==> src/lpr_pkg.sv <==
// ----------------------------------------------------------------------------
// lpr_pkg
// Shared widths, register map and beat types of the line pixel rasterizer.
// ----------------------------------------------------------------------------
package lpr_pkg;

  localparam int CRD_W = 16;  // coordinate width on the ports and inside
  localparam int DLT_W = 17;  // delta width, |a - b| of two coordinates
  localparam int ERR_W = 18;  // signed error term
  localparam int CLR_W = 16;  // RGB565 color
  localparam int DIM_W = 13;  // screen dimension registers
  localparam int ADR_W = 3;   // byte address of two 32-bit registers
  localparam int DAT_W = 32;

  // Register index, taken from paddr[2]
  typedef enum logic {
    REG_WIDTH  = 1'b0,
    REG_HEIGHT = 1'b1
  } reg_idx_t;

  localparam logic [DIM_W-1:0] WIDTH_RST  = DIM_W'(240);
  localparam logic [DIM_W-1:0] HEIGHT_RST = DIM_W'(320);

  // Classified command from the front part to the back part
  typedef struct packed {
    logic                    is_step;
    logic                    steep;
    logic                    step_down;
    logic signed [CRD_W-1:0] major_pos;
    logic signed [CRD_W-1:0] minor_pos;
    logic signed [CRD_W-1:0] major_end;
    logic        [DLT_W-1:0] delta_major;
    logic        [DLT_W-1:0] delta_minor;
    logic        [CLR_W-1:0] color;
  } cmd_t;

  // One emitted pixel
  typedef struct packed {
    logic signed [CRD_W-1:0] x;
    logic signed [CRD_W-1:0] y;
    logic        [CLR_W-1:0] color;
    logic                    on_screen;
    logic                    last;
  } pix_t;

endpackage

==> src/lpr_queue.sv <==
// ----------------------------------------------------------------------------
// lpr_queue
// Two-entry queue; the head entry is shown while empty is low.
// ----------------------------------------------------------------------------
module lpr_queue #(
  parameter int W = 8
) (
  input  logic         clk,
  input  logic         rst,
  input  logic         push,
  output logic         full,
  input  logic [W-1:0] wdata,
  input  logic         pop,
  output logic         empty,
  output logic [W-1:0] rdata
);

  logic [W-1:0] mem [2];
  logic         wr_ptr;
  logic         rd_ptr;
  logic [1:0]   count;
  logic         do_push;
  logic         do_pop;

  assign full    = (count == 2'd2);
  assign empty   = (count == 2'd0);
  assign do_push = push && !full;
  assign do_pop  = pop && !empty;
  assign rdata   = mem[rd_ptr];

  // storage
  always_ff @(posedge clk) begin
    if (do_push) begin
      mem[wr_ptr] <= wdata;
    end
  end

  // pointers and fill count
  always_ff @(posedge clk) begin
    if (rst) begin
      wr_ptr <= 1'b0;
      rd_ptr <= 1'b0;
      count  <= 2'd0;
    end else begin
      if (do_push) wr_ptr <= !wr_ptr;
      if (do_pop)  rd_ptr <= !rd_ptr;
      if (do_push && !do_pop) begin
        count <= count + 2'd1;
      end else if (do_pop && !do_push) begin
        count <= count - 2'd1;
      end
    end
  end

endmodule

==> src/lpr_front.sv <==
// ----------------------------------------------------------------------------
// lpr_front
// Accepts input beats, sets up a start (steep test, endpoint order, deltas)
// and queues the classified command for the back part.
// ----------------------------------------------------------------------------
module lpr_front
  import lpr_pkg::*;
#(
  parameter int COORD_BITS = 16
) (
  input  logic                    clk,
  input  logic                    rst,
  input  logic                    push,
  output logic                    full,
  input  logic                    op,
  input  logic signed [CRD_W-1:0] x_start,
  input  logic signed [CRD_W-1:0] y_start,
  input  logic signed [CRD_W-1:0] x_end,
  input  logic signed [CRD_W-1:0] y_end,
  input  logic        [CLR_W-1:0] line_color,
  input  logic                    cmd_pop,
  output logic                    cmd_empty,
  output cmd_t                    cmd_head
);

  localparam int SH = CRD_W - COORD_BITS;

  // keep the low COORD_BITS bits, sign-extended
  function automatic logic signed [CRD_W-1:0] sext(input logic signed [CRD_W-1:0] v);
    logic signed [CRD_W-1:0] t;
    t = v <<< SH;
    return t >>> SH;
  endfunction

  logic signed [CRD_W-1:0] x0, y0, x1, y1;
  logic signed [DLT_W-1:0] dx, dy, dmaj, dmin;
  logic        [DLT_W-1:0] adx, ady;
  logic signed [CRD_W-1:0] a0, a1, b0, b1;
  logic                    steep;
  logic                    order;
  cmd_t                    cmd;

  assign x0 = sext(x_start);
  assign y0 = sext(y_start);
  assign x1 = sext(x_end);
  assign y1 = sext(y_end);

  // steep test and endpoint ordering
  always_comb begin
    dx    = DLT_W'(x1) - DLT_W'(x0);
    dy    = DLT_W'(y1) - DLT_W'(y0);
    adx   = dx[DLT_W-1] ? DLT_W'(-dx) : DLT_W'(dx);
    ady   = dy[DLT_W-1] ? DLT_W'(-dy) : DLT_W'(dy);
    steep = ady > adx;
    a0    = steep ? y0 : x0;
    a1    = steep ? y1 : x1;
    b0    = steep ? x0 : y0;
    b1    = steep ? x1 : y1;
    dmaj  = steep ? dy : dx;
    dmin  = steep ? dx : dy;
    order = dmaj[DLT_W-1];  // endpoints swap when major axis runs backward

    cmd.is_step     = op;
    cmd.steep       = steep;
    cmd.major_pos   = order ? a1 : a0;
    cmd.minor_pos   = order ? b1 : b0;
    cmd.major_end   = order ? a0 : a1;
    cmd.delta_major = steep ? ady : adx;
    cmd.delta_minor = steep ? adx : ady;
    // minor moves down unless the ordered minor coordinate increases
    cmd.step_down   = order ? (dmin >= 0) : (dmin <= 0);
    cmd.color       = line_color;
  end

  // command queue to the back part
  lpr_queue #(
    .W($bits(cmd_t))
  ) u_cmd_q (
    .clk   (clk),
    .rst   (rst),
    .push  (push),
    .full  (full),
    .wdata (cmd),
    .pop   (cmd_pop),
    .empty (cmd_empty),
    .rdata (cmd_head)
  );

endmodule

==> src/lpr_back.sv <==
// ----------------------------------------------------------------------------
// lpr_back
// Holds the active line and runs the error-term stepper: one pixel per
// step command, pushed into the result queue.
// ----------------------------------------------------------------------------
module lpr_back
  import lpr_pkg::*;
(
  input  logic             clk,
  input  logic             rst,
  input  logic [DIM_W-1:0] screen_width,
  input  logic [DIM_W-1:0] screen_height,
  input  logic             cmd_empty,
  input  cmd_t             cmd_head,
  output logic             cmd_pop,
  input  logic             pop,
  output logic             empty,
  output pix_t             pix_head
);

  logic                    busy;
  logic                    axes_swapped;
  logic signed [CRD_W-1:0] major_pos;
  logic signed [CRD_W-1:0] minor_pos;
  logic signed [CRD_W-1:0] major_end;
  logic        [DLT_W-1:0] delta_major;
  logic        [DLT_W-1:0] delta_minor;
  logic signed [ERR_W-1:0] error_term;
  logic                    minor_step_down;
  logic        [CLR_W-1:0] held_color;

  logic                    out_full;
  logic                    emit;
  logic                    last;
  logic signed [ERR_W-1:0] err_sub;
  logic signed [ERR_W-1:0] error_term_next;
  logic signed [CRD_W-1:0] minor_pos_next;
  pix_t                    pix;

  // a step on an active line needs room in the result queue
  assign emit    = !cmd_empty && cmd_head.is_step && busy;
  assign cmd_pop = !cmd_empty && !(emit && out_full);

  // pixel and stepper arithmetic
  always_comb begin
    last            = major_pos >= major_end;
    pix.x           = axes_swapped ? minor_pos : major_pos;
    pix.y           = axes_swapped ? major_pos : minor_pos;
    pix.color       = held_color;
    pix.last        = last;
    pix.on_screen   = !pix.x[CRD_W-1] && !pix.y[CRD_W-1] &&
                      ($unsigned(pix.x) < CRD_W'(screen_width)) &&
                      ($unsigned(pix.y) < CRD_W'(screen_height));
    err_sub         = error_term - ERR_W'(delta_minor);
    error_term_next = err_sub;
    minor_pos_next  = minor_pos;
    if (err_sub[ERR_W-1]) begin
      error_term_next = err_sub + ERR_W'(delta_major);
      minor_pos_next  = minor_step_down ? minor_pos - CRD_W'(1) : minor_pos + CRD_W'(1);
    end
  end

  // line state
  always_ff @(posedge clk) begin
    if (rst) begin
      busy            <= 1'b0;
      axes_swapped    <= 1'b0;
      major_pos       <= '0;
      minor_pos       <= '0;
      major_end       <= '0;
      delta_major     <= '0;
      delta_minor     <= '0;
      error_term      <= '0;
      minor_step_down <= 1'b0;
      held_color      <= '0;
    end else if (cmd_pop) begin
      if (!cmd_head.is_step) begin
        busy            <= 1'b1;
        axes_swapped    <= cmd_head.steep;
        major_pos       <= cmd_head.major_pos;
        minor_pos       <= cmd_head.minor_pos;
        major_end       <= cmd_head.major_end;
        delta_major     <= cmd_head.delta_major;
        delta_minor     <= cmd_head.delta_minor;
        error_term      <= ERR_W'(cmd_head.delta_major >> 1);
        minor_step_down <= cmd_head.step_down;
        held_color      <= cmd_head.color;
      end else if (busy) begin
        if (last) begin
          busy <= 1'b0;
        end else begin
          error_term <= error_term_next;
          minor_pos  <= minor_pos_next;
          major_pos  <= major_pos + CRD_W'(1);
        end
      end
    end
  end

  // result queue
  lpr_queue #(
    .W($bits(pix_t))
  ) u_pix_q (
    .clk   (clk),
    .rst   (rst),
    .push  (emit),
    .full  (out_full),
    .wdata (pix),
    .pop   (pop),
    .empty (empty),
    .rdata (pix_head)
  );

endmodule

==> src/line_pixel_rasterizer_top.sv <==
// ----------------------------------------------------------------------------
// line_pixel_rasterizer_top
// Line rasterizer: turns a start beat and a series of step beats into the
// pixels of a line, each flagged on_screen against the programmed screen size.
//
// Input channel: push/full. op = 0 starts a line (endpoints and color, no
// result), op = 1 emits the next pixel of the active line; a step with no
// active line is dropped. Result channel: empty/pop, one beat per step
// carrying pixel_x, pixel_y, pixel_color, on_screen and last_pixel.
// Throughput is one input beat per cycle while full is low. A step passes
// through the command queue, and the stepper writes the result queue from
// the queue head. Both sides are two-entry queues, so a stalled receiver
// first backs up the stepper; full rises once both queues fill.
// Registers (APB, byte addresses): 0x0 screen_width, 0x4 screen_height,
// 13 bits each, reset 240 and 320; write them only while idle.
// Reset (rst, synchronous) empties both queues and ends any active line.
// ----------------------------------------------------------------------------
module line_pixel_rasterizer_top
  import lpr_pkg::*;
#(
  parameter int COORD_BITS = 16
) (
  input  logic                    clk,
  input  logic                    rst,
  // configuration
  input  logic                    psel,
  input  logic                    penable,
  input  logic                    pwrite,
  input  logic        [ADR_W-1:0] paddr,
  input  logic        [DAT_W-1:0] pwdata,
  output logic        [DAT_W-1:0] prdata,
  output logic                    pready,
  // input beats
  input  logic                    push,
  output logic                    full,
  input  logic                    op,
  input  logic signed [CRD_W-1:0] x_start,
  input  logic signed [CRD_W-1:0] y_start,
  input  logic signed [CRD_W-1:0] x_end,
  input  logic signed [CRD_W-1:0] y_end,
  input  logic        [CLR_W-1:0] line_color,
  // result beats
  output logic                    empty,
  input  logic                    pop,
  output logic signed [CRD_W-1:0] pixel_x,
  output logic signed [CRD_W-1:0] pixel_y,
  output logic        [CLR_W-1:0] pixel_color,
  output logic                    on_screen,
  output logic                    last_pixel
);

  logic [DIM_W-1:0] screen_width;
  logic [DIM_W-1:0] screen_height;
  reg_idx_t         reg_idx;
  logic             cmd_pop;
  logic             cmd_empty;
  cmd_t             cmd_head;
  pix_t             pix_head;

  assign pready  = 1'b1;
  assign reg_idx = reg_idx_t'(paddr[2]);

  // register writes
  always_ff @(posedge clk) begin
    if (rst) begin
      screen_width  <= WIDTH_RST;
      screen_height <= HEIGHT_RST;
    end else if (psel && penable && pwrite && pready) begin
      unique case (reg_idx)
        REG_WIDTH:  screen_width  <= pwdata[DIM_W-1:0];
        REG_HEIGHT: screen_height <= pwdata[DIM_W-1:0];
        default:    ;
      endcase
    end
  end

  // register reads
  always_comb begin
    unique case (reg_idx)
      REG_WIDTH:  prdata = DAT_W'(screen_width);
      REG_HEIGHT: prdata = DAT_W'(screen_height);
      default:    prdata = '0;
    endcase
  end

  lpr_front #(
    .COORD_BITS(COORD_BITS)
  ) u_front (
    .clk        (clk),
    .rst        (rst),
    .push       (push),
    .full       (full),
    .op         (op),
    .x_start    (x_start),
    .y_start    (y_start),
    .x_end      (x_end),
    .y_end      (y_end),
    .line_color (line_color),
    .cmd_pop    (cmd_pop),
    .cmd_empty  (cmd_empty),
    .cmd_head   (cmd_head)
  );

  lpr_back u_back (
    .clk           (clk),
    .rst           (rst),
    .screen_width  (screen_width),
    .screen_height (screen_height),
    .cmd_empty     (cmd_empty),
    .cmd_head      (cmd_head),
    .cmd_pop       (cmd_pop),
    .pop           (pop),
    .empty         (empty),
    .pix_head      (pix_head)
  );

  assign pixel_x     = pix_head.x;
  assign pixel_y     = pix_head.y;
  assign pixel_color = pix_head.color;
  assign on_screen   = pix_head.on_screen;
  assign last_pixel  = pix_head.last;

endmodule

==> config.mk <==
export PLATFORM = sky130hd
export DESIGN_NAME = line_pixel_rasterizer_top
export DESIGN_NICKNAME = d
export VERILOG_FILES = /design/src/lpr_pkg.sv /design/src/lpr_queue.sv /design/src/lpr_front.sv /design/src/lpr_back.sv /design/src/line_pixel_rasterizer_top.sv
export SDC_FILE = /design/constraint.sdc
export NUM_CORES = 1
export LEC_CHECK = 0
export ABC_AREA = 1
export BUFFER_PORTS_ARGS = -buffer_cell sky130_fd_sc_hd__clkbuf_2
export CAP_MARGIN = 20
export CELL_PAD_IN_SITES_DETAIL_PLACEMENT = 1
export CELL_PAD_IN_SITES_GLOBAL_PLACEMENT = 1
export CORE_AREA = 2 2 258 260
export DETAILED_ROUTE_END_ITERATION = 16
export DIE_AREA = 0 0 260 262
export HOLD_SLACK_MARGIN = 0.06
export PLACE_DENSITY_LB_ADDON = 0.1
export SLEW_MARGIN = 20
export SYNTH_ARGS = -nofsm -noshare
export SYNTH_HDL_FRONTEND = slang
export SYNTH_SLANG_ARGS = --single-unit
==> constraint.sdc <==
create_clock -name clk -period 6.3 [get_ports clk]
set_clock_uncertainty 0.05 [all_clocks]
set_input_delay 1.26 -clock clk [delete_from_list [all_inputs] [get_ports clk]]
set_output_delay 1.26 -clock clk [all_outputs]
set_load 0.02 [all_outputs]
## After elaboration in Yosys (flattened, before gate mapping)

Memory sizes are Yosys's and may differ from the RTL's. A register that Yosys moved wholly into a read port is not among the register bits.
Cells that the tools add are included.

| word-level totals | value |
|---|---|
| flip-flop bits (word level) | 153 |
| bits in writable memories | 302 |
| bits of input ports | 123 |
| output and inout port bits | 85 |
| logic and storage cells | 131 |
| memories kept | 2 |

Memory list:

| name | depth | bits a word | read ports | clocked after memory_dff | wr ports | RTL line | text |
|---|---|---|---|---|---|---|---|
| u_front.u_cmd_q.mem | 2 | 101 | 1 | 1 | 1 | lpr_queue.sv:18 | `logic [W-1:0] mem [2];` |
| u_back.u_pix_q.mem | 2 | 50 | 1 | 1 | 1 | lpr_queue.sv:18 |  |

| cells by class | value |
|---|---|
| add/subtract/negate cells | 13 |
| magnitude comparators | 6 |
| equality and inequality tests | 5 |
| mux-type cells | 44 |
| bitwise gates (word level) | 2 |
| reductions and logical operators | 41 |

Operator list:

| operator | count |
|---|---|
| 2-to-1 mux 16 bit | 17 |
| 2-to-1 mux 17 bit | 6 |
| 2-to-1 mux 18 bit | 4 |
| case mux 32 bit (2 select lines) | 1 |
| negator 17 bit | 2 |
| subtractor 16 x 16 -> 17 bit | 2 |
| adder 16 x 2 -> 16 bit, second input constant | 2 |
| < comparator 16 x 13 -> 1 bit | 2 |
| adder 18 x 17 -> 18 bit | 1 |
| subtractor 18 x 17 -> 18 bit | 1 |
| >= comparator 17 x 1 -> 1 bit, second input constant | 1 |
| > comparator 17 bit | 1 |
| <= comparator 17 x 1 -> 1 bit, second input constant | 1 |
| logical AND 1 bit | 17 |
| >= comparator 16 bit | 1 |
| subtractor 16 x 2 -> 16 bit, second input constant | 1 |
| logical NOT 1 bit | 15 |
| 2-to-1 mux 1 bit | 12 |
| 2-to-1 mux 2 bit | 4 |
| != test 2 bit, second input constant | 3 |
| AND reduction 2 bit | 3 |
| adder 2 x 1 -> 2 bit, second input constant | 2 |
| == test 2 bit, second input constant | 2 |
| logical NOT 2 bit | 2 |
| 5 further kinds | 8 |

## Depth between registers and ports, before layout

| logic depth | value |
|---|---|
| depth in word-level cells | 11 |
| gate-level depth with buffers | 34 |
| mapped depth without buffers | 32 |

## Cells and area by module

Synthesis repeated with hierarchy kept, for this count alone.

| unflattened totals | value |
|---|---|
| cells, all modules | 3329 |
| area total of the unflattened synthesis | 28293.4 µm² |

Modules (own cells, without submodules):

| module | times used | cells an instance | area an instance (µm²) |
|---|---|---|---|
| lpr_back | 1 | 1523 | 9412.8 |
| lpr_queue at u_front.u_cmd_q | 1 | 351 | 7983.9 |
| lpr_front | 1 | 1044 | 5372.7 |
| lpr_queue at u_back.u_pix_q | 1 | 193 | 4115.2 |
| line_pixel_rasterizer_top | 1 | 218 | 1408.9 |

## Worst setup path after synthesis

Ideal clock, no wire load.

| timing | value |
|---|---|
| path type | input to register |
| from | input port push |
| to | memory u_front.u_cmd_q.mem[1][0] (netlist name), enable pin |
| library setup time | 563 ps |
| data arrival time | 5627 ps |
| data required time | 5687 ps |
| slack | 60 ps |
| stages on the path | 2 |
| path buffers | 0 |
| path through | o21ai_0 -> nor2_1 |

| between the ends | value |
|---|---|
| cells in the longest elaborated chain, start to end | 3 |

RTL lines:

| item | RTL line | text |
|---|---|---|
| from (decl) | line_pixel_rasterizer_top.sv:34 | `input logic push,` |
| logical AND 1 bit | lpr_queue.sv:27 | `assign do_push = push && !full;` |
| 2-to-1 mux 1 bit | lpr_queue.sv:33 | `if (do_push) begin` |
| 2-to-1 mux 1 bit (implied by the code) | lpr_queue.sv:34 | `mem[wr_ptr] <= wdata;` |
| to (decl) | lpr_queue.sv:18 |  |

No other way between the ends.

==> results.py <==
metrics = {
    "yosys": {
        "yosys-top-cells-area": "edfxtp_1 34%, nand2_1 15%, dfxtp_1 12%",
        "syn-instance-count": 3328,
        "synth.mux.area_fraction_pct": 2.46,
        "synth-simple-area-share_pct": 23.0,
        "synthAdderAreaFrac_pct": 7.08,
        "synth_seq_cells": 457,
        "synth_largest_area_cell": "edfxtp_1",
        "synth_top_cell_area_share_pct": 34.2,
        "ys.flop_type": "edfxtp_1",
        "synth.cell_area_sq_mm": 0.0265,
        "synth.yosys.warnings": 0,
        "ys_seq_area_share_pct": 45.9,
        "yosysUniqueCellTypes": 44,
        "async_sr_flop_fraction_pct": 0,
        "dominant_combinational_cell_family_by_area_after_synthesis": "simple AND/OR/NAND/NOR gates",
        "synth_compound_gate_area_share_pct": 12.1,
        "synthXorXnorAreaFrac_pct": 1.74,
        "synth.avg_cell_area_sq_um": 7.96,
        "synth_enable_flop_cells": 302,
    },
    "setup_path": {
        "startpoint_type": "primary input",
        "crit_path_frequent_cell": "nand2_1",
        "worst_setup_path_startpoint": "y_end[0]",
        "critPathMaxStageDelay_ns": 0.40,
        "timing.critical_path.required_ns": 6.71,
        "reg2reg_slack_ns": 1.39,
        "crit-reg2reg-capture": "u_back.minor_pos[9]",
        "criticalPathCategory": "in2reg",
        "timing.critical_path.to_type": "flop",
        "ff_to_ff_path_depth": 11,
        "crit_path_max_fanout": 49,
        "cp_slowest_cell": "fa_1",
        "critPathArrivalTime_ns": 5.92,
        "worstSetupEndpoint": "u_front.u_cmd_q.mem[0][63]",
    },
    "layout": {
        "fillers": 7960,
        "finalNetCount": 3735,
        "drive_above_1_share_pct": 10.9,
        "antennaDiodeCount": 0,
        "register_area_sq_mm": 0.0122,
        "multi_input_comb_area_sq_mm": 0.0124,
        "fin_cells": 4372,
        "synthToLayoutAreaGrowth_pct": 13.3,
    },
    "route": {
        "routed_wire_length_per_instance_um": 19.2,
        "highest_routed_layer": "met5",
        "m1WireLength_mm": 40.0,
        "post_drt_via_cell_ratio": 5.20,
        "via_count": 22800,
        "total_routed_wirelength_mm": 84.1,
        "drc": 0,
        "detail_route.iter0.violations": 1366,
        "drt_pass1_iterations": 5,
        "antenna_violating_nets_post_route": 0,
        "met3_wirelength_mm": 2.65,
        "met2_length_mm": 39.4,
    },
    "grt": {
        "gr-total-overflow": 0,
        "gr-usage-all-layers_pct": 24.8,
        "grt_pass1_vias": 23300,
        "grt_pass1_wl_mm": 132,
        "antenna_found_initial": 1,
        "grt_start_max_net_pins": 103,
    },
    "placement": {
        "routabilityCongestion": 0.889,
        "placed_cells": 4276,
        "place_hpwl_mm": 63.9,
        "io_buffer_count": 166,
        "dp_worst_setup_slack_ns": 0.175,
    },
    "clock_network": {
        "cts-root-buf": "clkbuf_16",
        "tritoncts_num_sinks": 457,
        "cts_resized": 0,
        "tritoncts": "built",
        "numCtsBuffers": 51,
        "htree_num_levels": 2,
        "post-cts-setup-buffer-count": 0,
        "clockBufferDepth": 3,
        "cts_hold_repair.buffers": 0,
        "register_clock_pin_slew_on_the_reported_worst_setup_and_hold_paths_ns": 0.06,
        "clk-insertion-delay-late_ns": 0.62,
    },
    "timing": {
        "tightestPinTransition_ns": 1.13,
        "min_period_over_period_pct": 87.6,
        "hold_ws_ns": 0.401,
        "max_slew_margin_pct": 24.3,
        "max_clock_freq_mhz": 181,
        "setup_viol": 0,
        "maxSlewViolCount": 0,
        "layout_min_cycle_time_ns": 5.52,
        "final-hold-violation-count": 0,
        "final_worst_path_setup_slack_ns": 0.782,
        "fin_setup_tns_ns": 0,
        "rsz0062_at_grt": "no",
    },
    "floorplanning": {
        "die_area_sq_mm": 0.0681,
        "core_sq_mm": 0.0653,
        "num_rows": 94,
        "die_w_um": 260,
        "die_height_um": 262,
        "initial_utilization_pct": 40.6,
        "top_level_ports": 208,
    },
    "worst_hold_path": {
        "min_path_type": "reg2reg",
    },
    "pwr": {
        "power_per_cell_area_mw_per_mm2": 532,
        "p_leak_nw": 13.4,
        "power.ir.vdd_worst_mv": 0.228,
    },
    "flow_run": {
        "max_cap_violations": 0,
    },
    "status": {
        "status": "finished, final reports clean",
    },
}
[layout by cell type, fill, tap and decap left out, drive strengths merged, types with 142 or more instances in the layout]
cell type / instances
nand2: 1042
inv: 344
o21ai: 315
edfxtp: 302
clkbuf: 228
nor2: 226
a21oi: 198
nand3: 161
dfxtp: 155
ha: 142
[how the worst min path moves through the flow]
stage | slack, ns | start | depth (start not counted) | endpoint
2_1_floorplan | 0.37 | u_back.held_color[8] | 0 | u_back.u_pix_q.mem[0][10]
3_3_place_gp | 0.38 | u_back.held_color[2] | 0 | u_back.u_pix_q.mem[0][4]
3_5_place_dp | 0.39 | u_back.held_color[4] | 0 | u_back.u_pix_q.mem[0][6]
4_1_cts | 0.40 | u_back.held_color[4] | 0 | u_back.u_pix_q.mem[1][6]
5_1_grt | 0.42 | u_back.held_color[4] | 0 | u_back.u_pix_q.mem[0][6]
6_report | 0.40 | u_back.held_color[4] | 0 | u_back.u_pix_q.mem[1][6]
[area by class of cell]
class,count,share of cell area [%]
sequential,457,40.5
clock buffer,62,4.49
clock inverter,34,1.41
multi-input combinational,2394,41.4
tap,864,3.60
timing repair buffer,218,4.32
inverter,343,4.29
[critical path, delay by kind of cell]
kind	cells	cell delay, ns
buf+inv	8	1.40
compound gates	3	0.55
simple gates	15	1.75
fa+ha+maj	3	0.91
[synthesized netlist by cell type (all sizes together) (50+ instances only)]
cell       n
a21oi    198
buf       73
clkbuf    79
dfxtp    155
edfxtp   302
ha       142
inv      340
mux2      50
nand2   1042
nand3    161
nor2     226
o21ai    315
[cell families after synthesis]
| group | after synthesis |
|---|---|
| multiplexers | 59 |
| AND/OR/NAND/NOR | 1514 |
| XOR/XNOR | 51 |
| buffers and inverters | 495 |
| AO/OA/AOI/OAI | 603 |
| flip-flops | 457 |
| adder cells (fa/ha/maj) | 147 |
| other | 2 |
[stage by stage]
step	total power, W	util, %	area, sq um
4_1_cts	0.0160	46.0	30000
6_report	0.0160	46.0	30000
3_5_place_dp	0.0128	43.3	28300
3_3_place_gp	0.0125	43.3	28300
2_1_floorplan	0.0102	-	26600
5_1_grt	0.0172	46.0	30000
[flip-flops by register name, summed over array words and instances, names as in the netlist, 13 cells and up, named ones only]
signal / flops
screen_height: 13
screen_width: 13
u_back.delta_major: 17
u_back.delta_minor: 17
u_back.error_term: 18
u_back.held_color: 16
u_back.major_end: 16
u_back.major_pos: 16
u_back.minor_pos: 16
u_back.u_pix_q.mem: 100
u_front.u_cmd_q.mem: 202
[power breakdown]
part | total [W] | switching [W] | internal (W)
sequential | 0.00468 | 0.000392 | 0.00429
clock | 0.00313 | 0.00130 | 0.00184
combinational | 0.00816 | 0.00563 | 0.00252
total | 0.0160 | 0.00732 | 0.00865
[metal layers]
metal | track usage, % | up-vias
li1 | - | 11300
met1 | 34.2 | 11000
met2 | 41.7 | 390
met3 | 2.32 | 105
met4 | 6.53 | 2
met5 | 0 | -
No activity file was read; power rests on OpenSTA's default activity.
